## config.mk

```make
export PLATFORM = sky130hd
export DESIGN_NAME = sha256_message_hasher_top
export DESIGN_NICKNAME = d
export VERILOG_FILES = /design/src/design/sha_pkg.sv /design/src/design/sha256_message_hasher_top.sv /design/src/design/sha_front.sv /design/src/design/sha_queue.sv /design/src/design/sha_core.sv
export SDC_FILE = /design/constraint.sdc
export NUM_CORES = 2
export LEC_CHECK = 0
export BUFFER_PORTS_ARGS = -buffer_cell sky130_fd_sc_hd__buf_2
export CORE_ASPECT_RATIO = 1.25
export CORE_UTILIZATION = 50
export DETAILED_ROUTE_END_ITERATION = 6
export PLACE_DENSITY = 0.64
export REMOVE_ABC_BUFFERS = 1
export SETUP_SLACK_MARGIN = 0.05
export SKIP_CTS_REPAIR_TIMING = 1
export SYNTH_ARGS = -nofsm -noshare
export SYNTH_HDL_FRONTEND = slang
export SYNTH_SLANG_ARGS = --single-unit
```

## constraint.sdc

```tcl
create_clock -name clock -period 56.1 [get_ports clock]
set_input_delay 2.805 -clock clock [delete_from_list [all_inputs] [get_ports clock]]
set_output_delay 2.805 -clock clock [all_outputs]
set_load 0.05 [all_outputs]
```

## src/design/sha_pkg.sv

```systemverilog
// ----------------------------------------------------------------------------
// sha_pkg: shared types and constants of the SHA-256 hasher
// Item structs, block queue entry, state enums, round constants and the
// SHA-256 sigma functions.
// ----------------------------------------------------------------------------
package sha_pkg;

   localparam int unsigned Q_DEPTH = 2;

   typedef struct packed {
      logic [31:0] data_word;
      logic [2:0]  valid_bytes;
      logic        last_word;
   } req_type;

   typedef struct packed {
      logic [31:0] digest_word;
      logic [2:0]  word_index;
      logic        digest_done;
   } rsp_type;

   // One 512-bit block, word 0 first, and a mark for the closing block.
   typedef struct packed {
      logic [15:0][31:0] words;
      logic              last_blk;
   } blk_type;

   typedef enum logic [2:0] {
      F_IDLE,
      F_DATA,
      F_PAD80,
      F_ZERO,
      F_LEN
   } front_state_type;

   typedef enum logic [1:0] {
      C_IDLE,
      C_RUN,
      C_ADD,
      C_OUT
   } core_state_type;

   localparam logic [5:0] PAD_END  = 6'd56;
   localparam logic [7:0] PAD_BYTE = 8'h80;

   function automatic logic [31:0] h_init(input logic [2:0] idx);
      logic [31:0] val;
      unique case (idx)
         3'd0: val = 32'h6a09e667;
         3'd1: val = 32'hbb67ae85;
         3'd2: val = 32'h3c6ef372;
         3'd3: val = 32'ha54ff53a;
         3'd4: val = 32'h510e527f;
         3'd5: val = 32'h9b05688c;
         3'd6: val = 32'h1f83d9ab;
         default: val = 32'h5be0cd19;
      endcase
      return val;
   endfunction

   function automatic logic [31:0] k_const(input logic [5:0] idx);
      logic [31:0] val;
      unique case (idx)
         6'd0:  val = 32'h428a2f98;  6'd1:  val = 32'h71374491;
         6'd2:  val = 32'hb5c0fbcf;  6'd3:  val = 32'he9b5dba5;
         6'd4:  val = 32'h3956c25b;  6'd5:  val = 32'h59f111f1;
         6'd6:  val = 32'h923f82a4;  6'd7:  val = 32'hab1c5ed5;
         6'd8:  val = 32'hd807aa98;  6'd9:  val = 32'h12835b01;
         6'd10: val = 32'h243185be;  6'd11: val = 32'h550c7dc3;
         6'd12: val = 32'h72be5d74;  6'd13: val = 32'h80deb1fe;
         6'd14: val = 32'h9bdc06a7;  6'd15: val = 32'hc19bf174;
         6'd16: val = 32'he49b69c1;  6'd17: val = 32'hefbe4786;
         6'd18: val = 32'h0fc19dc6;  6'd19: val = 32'h240ca1cc;
         6'd20: val = 32'h2de92c6f;  6'd21: val = 32'h4a7484aa;
         6'd22: val = 32'h5cb0a9dc;  6'd23: val = 32'h76f988da;
         6'd24: val = 32'h983e5152;  6'd25: val = 32'ha831c66d;
         6'd26: val = 32'hb00327c8;  6'd27: val = 32'hbf597fc7;
         6'd28: val = 32'hc6e00bf3;  6'd29: val = 32'hd5a79147;
         6'd30: val = 32'h06ca6351;  6'd31: val = 32'h14292967;
         6'd32: val = 32'h27b70a85;  6'd33: val = 32'h2e1b2138;
         6'd34: val = 32'h4d2c6dfc;  6'd35: val = 32'h53380d13;
         6'd36: val = 32'h650a7354;  6'd37: val = 32'h766a0abb;
         6'd38: val = 32'h81c2c92e;  6'd39: val = 32'h92722c85;
         6'd40: val = 32'ha2bfe8a1;  6'd41: val = 32'ha81a664b;
         6'd42: val = 32'hc24b8b70;  6'd43: val = 32'hc76c51a3;
         6'd44: val = 32'hd192e819;  6'd45: val = 32'hd6990624;
         6'd46: val = 32'hf40e3585;  6'd47: val = 32'h106aa070;
         6'd48: val = 32'h19a4c116;  6'd49: val = 32'h1e376c08;
         6'd50: val = 32'h2748774c;  6'd51: val = 32'h34b0bcb5;
         6'd52: val = 32'h391c0cb3;  6'd53: val = 32'h4ed8aa4a;
         6'd54: val = 32'h5b9cca4f;  6'd55: val = 32'h682e6ff3;
         6'd56: val = 32'h748f82ee;  6'd57: val = 32'h78a5636f;
         6'd58: val = 32'h84c87814;  6'd59: val = 32'h8cc70208;
         6'd60: val = 32'h90befffa;  6'd61: val = 32'ha4506ceb;
         6'd62: val = 32'hbef9a3f7;  default: val = 32'hc67178f2;
      endcase
      return val;
   endfunction

   function automatic logic [31:0] big_sig0(input logic [31:0] x);
      return {x[1:0], x[31:2]} ^ {x[12:0], x[31:13]} ^ {x[21:0], x[31:22]};
   endfunction

   function automatic logic [31:0] big_sig1(input logic [31:0] x);
      return {x[5:0], x[31:6]} ^ {x[10:0], x[31:11]} ^ {x[24:0], x[31:25]};
   endfunction

   function automatic logic [31:0] small_sig0(input logic [31:0] x);
      return {x[6:0], x[31:7]} ^ {x[17:0], x[31:18]} ^ {3'b000, x[31:3]};
   endfunction

   function automatic logic [31:0] small_sig1(input logic [31:0] x);
      return {x[16:0], x[31:17]} ^ {x[18:0], x[31:19]} ^ {10'd0, x[31:10]};
   endfunction

endpackage

```

## src/design/sha256_message_hasher_top.sv

```systemverilog
// A word is accepted, then its valid bytes, up to four, are packed one per
// cycle while no full block waits for the queue. Each 64-byte block is then
// loaded, run for 64 rounds and folded in the core. The last word adds padding
// and eight digest words; no word is taken while old bytes or a block wait.
// Synchronous reset clears control state and loads the initial hash.
// ----------------------------------------------------------------------------
// sha256_message_hasher_top: SHA-256 message hasher
// Byte packer, block queue and compression core.
// ----------------------------------------------------------------------------
module sha256_message_hasher_top (
   input  logic             clock,
   input  logic             reset,
   input  logic             req_valid,
   output logic             req_ready,
   input  sha_pkg::req_type req_data,
   output logic             rsp_valid,
   input  logic             rsp_ready,
   output sha_pkg::rsp_type rsp_data
);

   logic             q_push, q_pop, q_full, q_empty;
   sha_pkg::blk_type q_in, q_out;

   // Front end: packing and padding.
   sha_front u_front (
      .clock     (clock),
      .reset     (reset),
      .req_valid (req_valid),
      .req_data  (req_data),
      .req_ready (req_ready),
      .q_push    (q_push),
      .q_data    (q_in),
      .q_full    (q_full)
   );

   // Block queue.
   sha_queue u_queue (
      .clock     (clock),
      .reset     (reset),
      .push      (q_push),
      .push_data (q_in),
      .pop       (q_pop),
      .pop_data  (q_out),
      .full      (q_full),
      .empty     (q_empty)
   );

   // Back end: compression and digest output.
   sha_core u_core (
      .clock     (clock),
      .reset     (reset),
      .q_empty   (q_empty),
      .q_data    (q_out),
      .q_pop     (q_pop),
      .rsp_valid (rsp_valid),
      .rsp_data  (rsp_data),
      .rsp_ready (rsp_ready)
   );

endmodule

```

## src/design/sha_front.sv

```systemverilog
// ----------------------------------------------------------------------------
// sha_front: byte packer and padder
// Packs the valid bytes of words one per cycle, while no block waits, into
// the block buffer, adds padding and bit length, and feeds the queue.
// ----------------------------------------------------------------------------
module sha_front (
   input  logic             clock,
   input  logic             reset,
   input  logic             req_valid,
   input  sha_pkg::req_type req_data,
   output logic             req_ready,
   output logic             q_push,
   output sha_pkg::blk_type q_data,
   input  logic             q_full
);

   sha_pkg::front_state_type state_ff, state_in;
   logic [31:0]       word_ff, word_in;
   logic [2:0]        nvalid_ff, nvalid_in;
   logic              last_ff, last_in;
   logic [2:0]        k_ff, k_in;
   logic [5:0]        fill_ff, fill_in;
   logic [60:0]       count_ff, count_in;
   logic              pend_ff, pend_in;
   logic              lastblk_ff, lastblk_in;
   logic [15:0][31:0] buf_ff;
   logic [63:0]       len_bits;
   logic [7:0]        byte_val;
   logic              put;
   logic [5:0]        fill_next;
   logic [2:0]        nvalid_clamp;

   assign len_bits  = {count_ff, 3'b000};
   assign put       = (state_ff != sha_pkg::F_IDLE) && !pend_ff;
   assign fill_next = fill_ff + 6'd1;
   assign nvalid_clamp = (req_data.valid_bytes > 3'd4) ? 3'd4 : req_data.valid_bytes;

   assign req_ready = (state_ff == sha_pkg::F_IDLE) && !pend_ff;
   assign q_push    = pend_ff && !q_full;
   assign q_data    = '{words: buf_ff, last_blk: lastblk_ff};

   // Byte that goes into the buffer this cycle.
   always_comb begin
      unique case (state_ff)
         sha_pkg::F_DATA:  byte_val = word_ff[{~k_ff[1:0], 3'b000} +: 8];
         sha_pkg::F_PAD80: byte_val = sha_pkg::PAD_BYTE;
         sha_pkg::F_LEN:   byte_val = len_bits[{~k_ff, 3'b000} +: 8];
         default:          byte_val = 8'h00;
      endcase
   end

   // Next state and bookkeeping.
   always_comb begin
      state_in   = state_ff;
      word_in    = word_ff;
      nvalid_in  = nvalid_ff;
      last_in    = last_ff;
      k_in       = k_ff;
      fill_in    = fill_ff;
      count_in   = count_ff;
      pend_in    = pend_ff;
      lastblk_in = lastblk_ff;
      if (q_push) begin
         pend_in = 1'b0;
      end
      if (state_ff == sha_pkg::F_IDLE) begin
         if (req_valid && req_ready) begin
            word_in   = req_data.data_word;
            nvalid_in = nvalid_clamp;
            last_in   = req_data.last_word;
            k_in      = 3'd0;
            if (nvalid_clamp != 3'd0) begin
               state_in = sha_pkg::F_DATA;
            end else if (req_data.last_word) begin
               state_in = sha_pkg::F_PAD80;
            end
         end
      end else if (put) begin
         fill_in = fill_next;
         if (fill_next == 6'd0) begin
            pend_in    = 1'b1;
            lastblk_in = (state_ff == sha_pkg::F_LEN);
         end
         unique case (state_ff)
            sha_pkg::F_DATA: begin
               count_in = count_ff + 61'd1;
               k_in     = k_ff + 3'd1;
               if (k_ff + 3'd1 == nvalid_ff) begin
                  state_in = last_ff ? sha_pkg::F_PAD80 : sha_pkg::F_IDLE;
               end
            end
            sha_pkg::F_PAD80, sha_pkg::F_ZERO: begin
               k_in     = 3'd0;
               state_in = (fill_next == sha_pkg::PAD_END) ? sha_pkg::F_LEN : sha_pkg::F_ZERO;
            end
            default: begin
               k_in = k_ff + 3'd1;
               if (k_ff == 3'd7) begin
                  state_in = sha_pkg::F_IDLE;
                  count_in = '0;
               end
            end
         endcase
      end
   end

   // Control registers.
   always_ff @(posedge clock) begin
      if (reset) begin
         state_ff <= sha_pkg::F_IDLE;
         fill_ff  <= '0;
         count_ff <= '0;
         pend_ff  <= 1'b0;
         k_ff     <= '0;
      end else begin
         state_ff <= state_in;
         fill_ff  <= fill_in;
         count_ff <= count_in;
         pend_ff  <= pend_in;
         k_ff     <= k_in;
      end
   end

   // Payload registers and the block buffer.
   always_ff @(posedge clock) begin
      word_ff    <= word_in;
      nvalid_ff  <= nvalid_in;
      last_ff    <= last_in;
      lastblk_ff <= lastblk_in;
      if (put) begin
         buf_ff[fill_ff[5:2]][{~fill_ff[1:0], 3'b000} +: 8] <= byte_val;
      end
   end

endmodule

```

## src/design/sha_queue.sv

```systemverilog
// ----------------------------------------------------------------------------
// sha_queue: block queue
// Small FIFO of finished blocks between the packer and the compression core.
// ----------------------------------------------------------------------------
module sha_queue (
   input  logic             clock,
   input  logic             reset,
   input  logic             push,
   input  sha_pkg::blk_type push_data,
   input  logic             pop,
   output sha_pkg::blk_type pop_data,
   output logic             full,
   output logic             empty
);

   localparam int unsigned PW = $clog2(sha_pkg::Q_DEPTH);

   sha_pkg::blk_type mem_ff [sha_pkg::Q_DEPTH];
   logic [PW-1:0]    wr_ff, rd_ff;
   logic [PW:0]      cnt_ff;

   assign full     = (cnt_ff == (PW+1)'(sha_pkg::Q_DEPTH));
   assign empty    = (cnt_ff == '0);
   assign pop_data = mem_ff[rd_ff];

   // Pointers and fill count.
   always_ff @(posedge clock) begin
      if (reset) begin
         wr_ff  <= '0;
         rd_ff  <= '0;
         cnt_ff <= '0;
      end else begin
         if (push) begin
            wr_ff <= (wr_ff == PW'(sha_pkg::Q_DEPTH - 1)) ? '0 : wr_ff + PW'(1);
         end
         if (pop) begin
            rd_ff <= (rd_ff == PW'(sha_pkg::Q_DEPTH - 1)) ? '0 : rd_ff + PW'(1);
         end
         cnt_ff <= cnt_ff + (PW+1)'(push) - (PW+1)'(pop);
      end
   end

   // Entry storage.
   always_ff @(posedge clock) begin
      if (push) begin
         mem_ff[wr_ff] <= push_data;
      end
   end

endmodule

```

## src/design/sha_core.sv

```systemverilog
// ----------------------------------------------------------------------------
// sha_core: compression core
// Runs 64 rounds per block, one a cycle, with a rolling 16-word schedule,
// folds the result into the chaining words and emits the digest.
// ----------------------------------------------------------------------------
module sha_core (
   input  logic             clock,
   input  logic             reset,
   input  logic             q_empty,
   input  sha_pkg::blk_type q_data,
   output logic             q_pop,
   output logic             rsp_valid,
   output sha_pkg::rsp_type rsp_data,
   input  logic             rsp_ready
);

   sha_pkg::core_state_type state_ff, state_in;
   logic [15:0][31:0] w_ff;
   logic [7:0][31:0]  v_ff;
   logic [7:0][31:0]  h_ff;
   logic [5:0]        t_ff;
   logic              last_ff;
   logic [2:0]        idx_ff;
   logic [31:0]       w_new, t1, t2, e, a;

   assign a = v_ff[0];
   assign e = v_ff[4];

   // One round and one schedule word.
   always_comb begin
      w_new = w_ff[0] + sha_pkg::small_sig0(w_ff[1]) + w_ff[9] + sha_pkg::small_sig1(w_ff[14]);
      t1 = v_ff[7] + sha_pkg::big_sig1(e) + ((e & v_ff[5]) ^ (~e & v_ff[6]))
         + sha_pkg::k_const(t_ff) + w_ff[0];
      t2 = sha_pkg::big_sig0(a) + ((a & v_ff[1]) ^ (a & v_ff[2]) ^ (v_ff[1] & v_ff[2]));
   end

   assign q_pop     = (state_ff == sha_pkg::C_IDLE) && !q_empty;
   assign rsp_valid = (state_ff == sha_pkg::C_OUT);
   assign rsp_data  = '{digest_word: h_ff[idx_ff], word_index: idx_ff,
                        digest_done: (idx_ff == 3'd7)};

   // Next state.
   always_comb begin
      state_in = state_ff;
      unique case (state_ff)
         sha_pkg::C_IDLE: if (!q_empty) begin
            state_in = sha_pkg::C_RUN;
         end
         sha_pkg::C_RUN: if (t_ff == 6'd63) begin
            state_in = sha_pkg::C_ADD;
         end
         sha_pkg::C_ADD: begin
            state_in = last_ff ? sha_pkg::C_OUT : sha_pkg::C_IDLE;
         end
         default: if (rsp_ready && idx_ff == 3'd7) begin
            state_in = sha_pkg::C_IDLE;
         end
      endcase
   end

   // Control registers and chaining words.
   always_ff @(posedge clock) begin
      if (reset) begin
         state_ff <= sha_pkg::C_IDLE;
         t_ff     <= '0;
         idx_ff   <= '0;
         for (int i = 0; i < 8; i++) begin
            h_ff[i] <= sha_pkg::h_init(3'(i));
         end
      end else begin
         state_ff <= state_in;
         if (state_ff == sha_pkg::C_RUN) begin
            t_ff <= t_ff + 6'd1;
         end else begin
            t_ff <= '0;
         end
         if (state_ff == sha_pkg::C_ADD) begin
            idx_ff <= '0;
            for (int i = 0; i < 8; i++) begin
               h_ff[i] <= h_ff[i] + v_ff[i];
            end
         end
         if (state_ff == sha_pkg::C_OUT && rsp_ready) begin
            idx_ff <= idx_ff + 3'd1;
            if (idx_ff == 3'd7) begin
               for (int i = 0; i < 8; i++) begin
                  h_ff[i] <= sha_pkg::h_init(3'(i));
               end
            end
         end
      end
   end

   // Working variables and schedule window.
   always_ff @(posedge clock) begin
      if (q_pop) begin
         w_ff    <= q_data.words;
         v_ff    <= h_ff;
         last_ff <= q_data.last_blk;
      end else if (state_ff == sha_pkg::C_RUN) begin
         for (int i = 0; i < 15; i++) begin
            w_ff[i] <= w_ff[i+1];
         end
         w_ff[15] <= w_new;
         v_ff[7] <= v_ff[6];
         v_ff[6] <= v_ff[5];
         v_ff[5] <= e;
         v_ff[4] <= v_ff[3] + t1;
         v_ff[3] <= v_ff[2];
         v_ff[2] <= v_ff[1];
         v_ff[1] <= a;
         v_ff[0] <= t1 + t2;
      end
   end

endmodule

```

==> impl_metrics.csv <==
group,metric,value,unit
placement,gp_congestion,1.02,
setup_path,cp.arrival,9.60,ns
route,via_count,81800,
setup_path,start_kind,"flip-flop",
sta,hold_viol_final,0,
global_routing,track_usage,27.6,%
sta,fin_crit_sh,16.1,%
sta,fin_tns_setup,0,ns
global_routing,antenna_found_initial,12,
placement,dpl_cell_area,0.132,mm^2
setup_path,cp-end-kind,"flip-flop",
status,violations,"DRC",
setup_path,crit_buf_inv,1,
sta,fmax,111,MHz
setup_path,crit_fanout,6,
flow_run,maxCapViolCount,0,
final_layout,nFillCells,20900,
route,firstDrtPassIters,7,
clock_tree,clock-sinks,2722,
clock_tree,htreeDepth,5,
logic_synthesis,synth_top_area_share,55.0,%
logic_synthesis,ys_async_sr_fraction,0,%
final_layout,drive_gt1_share,7.69,%
global_routing,overflow,0,
global_routing,grt_max_degree,192,
die,start_util,50.3,%
global_routing,grt_pass1_wl,528,mm
setup_path,reg2reg_depth,30,
setup_path,worst_path_largest_cell_delay,0.65,ns
setup_path,cp_slowest_cell,"edfxtp_1",
logic_synthesis,syn_inst,10300,
die,io_pins,78,
final_layout,seqCellArea,0.0780,mm^2
logic_synthesis,ys.warnings.count,0,
final_layout,syn2layout_area_growth,10.1,%
final_layout,fin_area,0.141,mm^2
logic_synthesis,synth-seq-area-share,60.9,%
route,drcViolationCount,3,
global_routing,grt_pass1_vias,82200,
setup_path,crit_family,"compound AO/OA/AOI/OAI gates",
logic_synthesis,synthTopCellsByCount,"edfxtp_1, nand2_1, o21ai_0",
sta,finalCriticalPeriod,9.02,ns
logic_synthesis,yosysMostFrequentCell,"edfxtp_1",
logic_synthesis,synth_cell_types,103,
logic_synthesis,synthTopCellsByArea,"edfxtp_1, dfxtp_1, mux2i_1, nand2_1, ha_1",
clock_tree,clkTransAtPathRegs,0.07,ns
logic_synthesis,synth.cell_area,0.128,mm^2
placement,port_buffers,77,
die,chipWidth,455,um
setup_path,crit_type,"reg2reg",
sta,tightestPinTransition,1.47,ns
clock_tree,clkLatencyLatePin,0.88,ns
die,die_h,568,um
route,finalWirelength,362,mm
logic_synthesis,synthFlopType,"edfxtp_1",
final_layout,multi_input_area,0.0470,mm^2
clock_tree,cts_tree,"done",
route,drt_iter0_markers,7323,
sta,skew,0.0679,ns
die,fp.dieArea,0.258,mm^2
sta,setup_viol,0,
logic_synthesis,ys_ff_latch,2722,
setup_path,crit_cells,30,
sta,rsz0062_at_grt,"false",
clock_tree,clk_path_buf_depth,4,
worst_hold_path,min_path_type,"reg2reg",
logic_synthesis,yosys.area.top_type,"edfxtp_1",
clock_tree,cts_root_buf,"clkbuf_16",
placement,place_hpwl,247,mm
status,status,"finished, violations left",
die,rows,207,
worst_hold_path,holdPathStages,0,
logic_synthesis,synth-edff-count,2344,
setup_path,required,56.69,ns
route,ant_nets,0,
route,vias_per_cell,5.90,
sta,slew_headroom,1.79,%
clock_tree,cts_buffers,284,
route,routedWlPerCell,26.1,um
logic_synthesis,post_synth.cell_area_avg,12.4,um^2
final_layout,layout.nets,10900,
sta,final_max_slew_viol_count,0,
die,coreArea,0.254,mm^2
worst paths after layout:
check / slack, ns / from / end
max: 47.08 / u_core.e[26] / u_core.a[31]
min: 0.42 / u_front.q_data[444] / u_queue.mem_ff[1][444]
max reg2reg: 47.08 / u_core.e[26] / u_core.a[31]
min reg2reg: 0.42 / u_front.q_data[444] / u_queue.mem_ff[1][444]
through the flow:
step           util, %  hold WS (ns)  worst slack, ns  cells
4_1_cts           55.4         0.418            47.14  13900
6_report          55.4         0.423            47.08  13900
3_3_place_gp      51.9         0.422            47.11  13400
2_1_floorplan        -         0.421           -95.40   9801
5_1_grt           55.4         0.429            46.77  13900
3_5_place_dp      51.9         0.429            47.14  13400
layout by cell type, fill, tap and decap left out, types with 19 or more instances in the layout:
| cell type | netlist | routed |
|---|---|---|
| buf_2 | 2 | 77 |
| a21o_1 | 163 | 163 |
| and3_1 | 46 | 45 |
| nor2b_1 | 53 | 53 |
| o211ai_1 | 52 | 52 |
| nor2_2 | 0 | 23 |
| nand3_1 | 133 | 133 |
| mux2_2 | 43 | 43 |
| nand2_1 | 1524 | 1522 |
| a211oi_1 | 58 | 58 |
| and2_1 | 21 | 21 |
| nand2b_1 | 66 | 64 |
| xnor2_1 | 416 | 416 |
| clkbuf_16 | 0 | 293 |
| clkbuf_1 | 446 | 77 |
| o311ai_0 | 20 | 20 |
| nor2_1 | 620 | 596 |
| ha_1 | 408 | 407 |
| a21oi_1 | 476 | 476 |
| nand4_1 | 39 | 39 |
| o31ai_1 | 25 | 25 |
| or3_1 | 34 | 34 |
| a31oi_1 | 53 | 52 |
| inv_1 | 333 | 332 |
| edfxtp_1 | 2344 | 2344 |
| mux4_2 | 86 | 86 |
| o21bai_1 | 46 | 45 |
| o21ai_0 | 888 | 888 |
| xor2_1 | 215 | 215 |
| maj3_1 | 21 | 21 |
| mux2i_1 | 617 | 617 |
| o21a_1 | 60 | 60 |
| clkinv_1 | 2 | 37 |
| dfxtp_1 | 378 | 374 |
| bufinv_16 | 0 | 19 |
| clkinv_2 | 0 | 47 |
| fa_1 | 195 | 195 |
| nor3_1 | 78 | 78 |
| buf_4 | 1 | 122 |
registers in the layout, summed over array words and instances (netlist names), 2 cells and up, named ones only:
register,count
u_front.word_ff,32
u_front.count_ff,61
u_core.w_ff,512
u_core.t_ff,6
u_front.q_data,512
u_core.h_ff,256
u_queue.cnt_ff,2
u_front.k_ff,3
u_core.v_ff,192
u_core.e,32
u_queue.mem_ff,1026
u_front.state_ff,3
u_core.a,32
u_front.fill_ff,6
u_front.nvalid_ff,3
u_core.state_ff,2
u_core.idx_ff,3
cells by family (layout without fill, tap and decap cells):
family | Yosys count | count (layout) | synth area share (%)
compound gates | 2038 | 2038 | 9.46
other cells | 0 | 5 | 0
fa+ha+maj | 624 | 624 | 7.20
mux | 746 | 746 | 6.72
xor+xnor | 631 | 631 | 4.32
flops | 2722 | 2722 | 60.9
simple gates | 2704 | 2704 | 8.92
buf+inv | 838 | 1048 | 2.46
cell type report:
class / count / share of cell area (%)
Inverter: 336 / 0.902
Clock buffer: 376 / 5.47
Sequential cell: 2722 / 55.3
Timing Repair Buffer: 208 / 1.05
Tap cell: 3344 / 2.97
Clock inverter: 128 / 0.886
Antenna cell: 5 / 0.00888
Multi-Input combinational cell: 6743 / 33.4
routing by layer:
layer	track usage (%)	wire, um	share of wire, %
met2	48.3	184000	51
met1	33.4	140000	39
met4	14.0	19700	5.4
met3	3.43	18000	5.0
met5	0	57	0.016
Power is left out: the tool's default activity adds up to more than one toggle a clock period on the data nets, which glitch-free logic cannot reach.
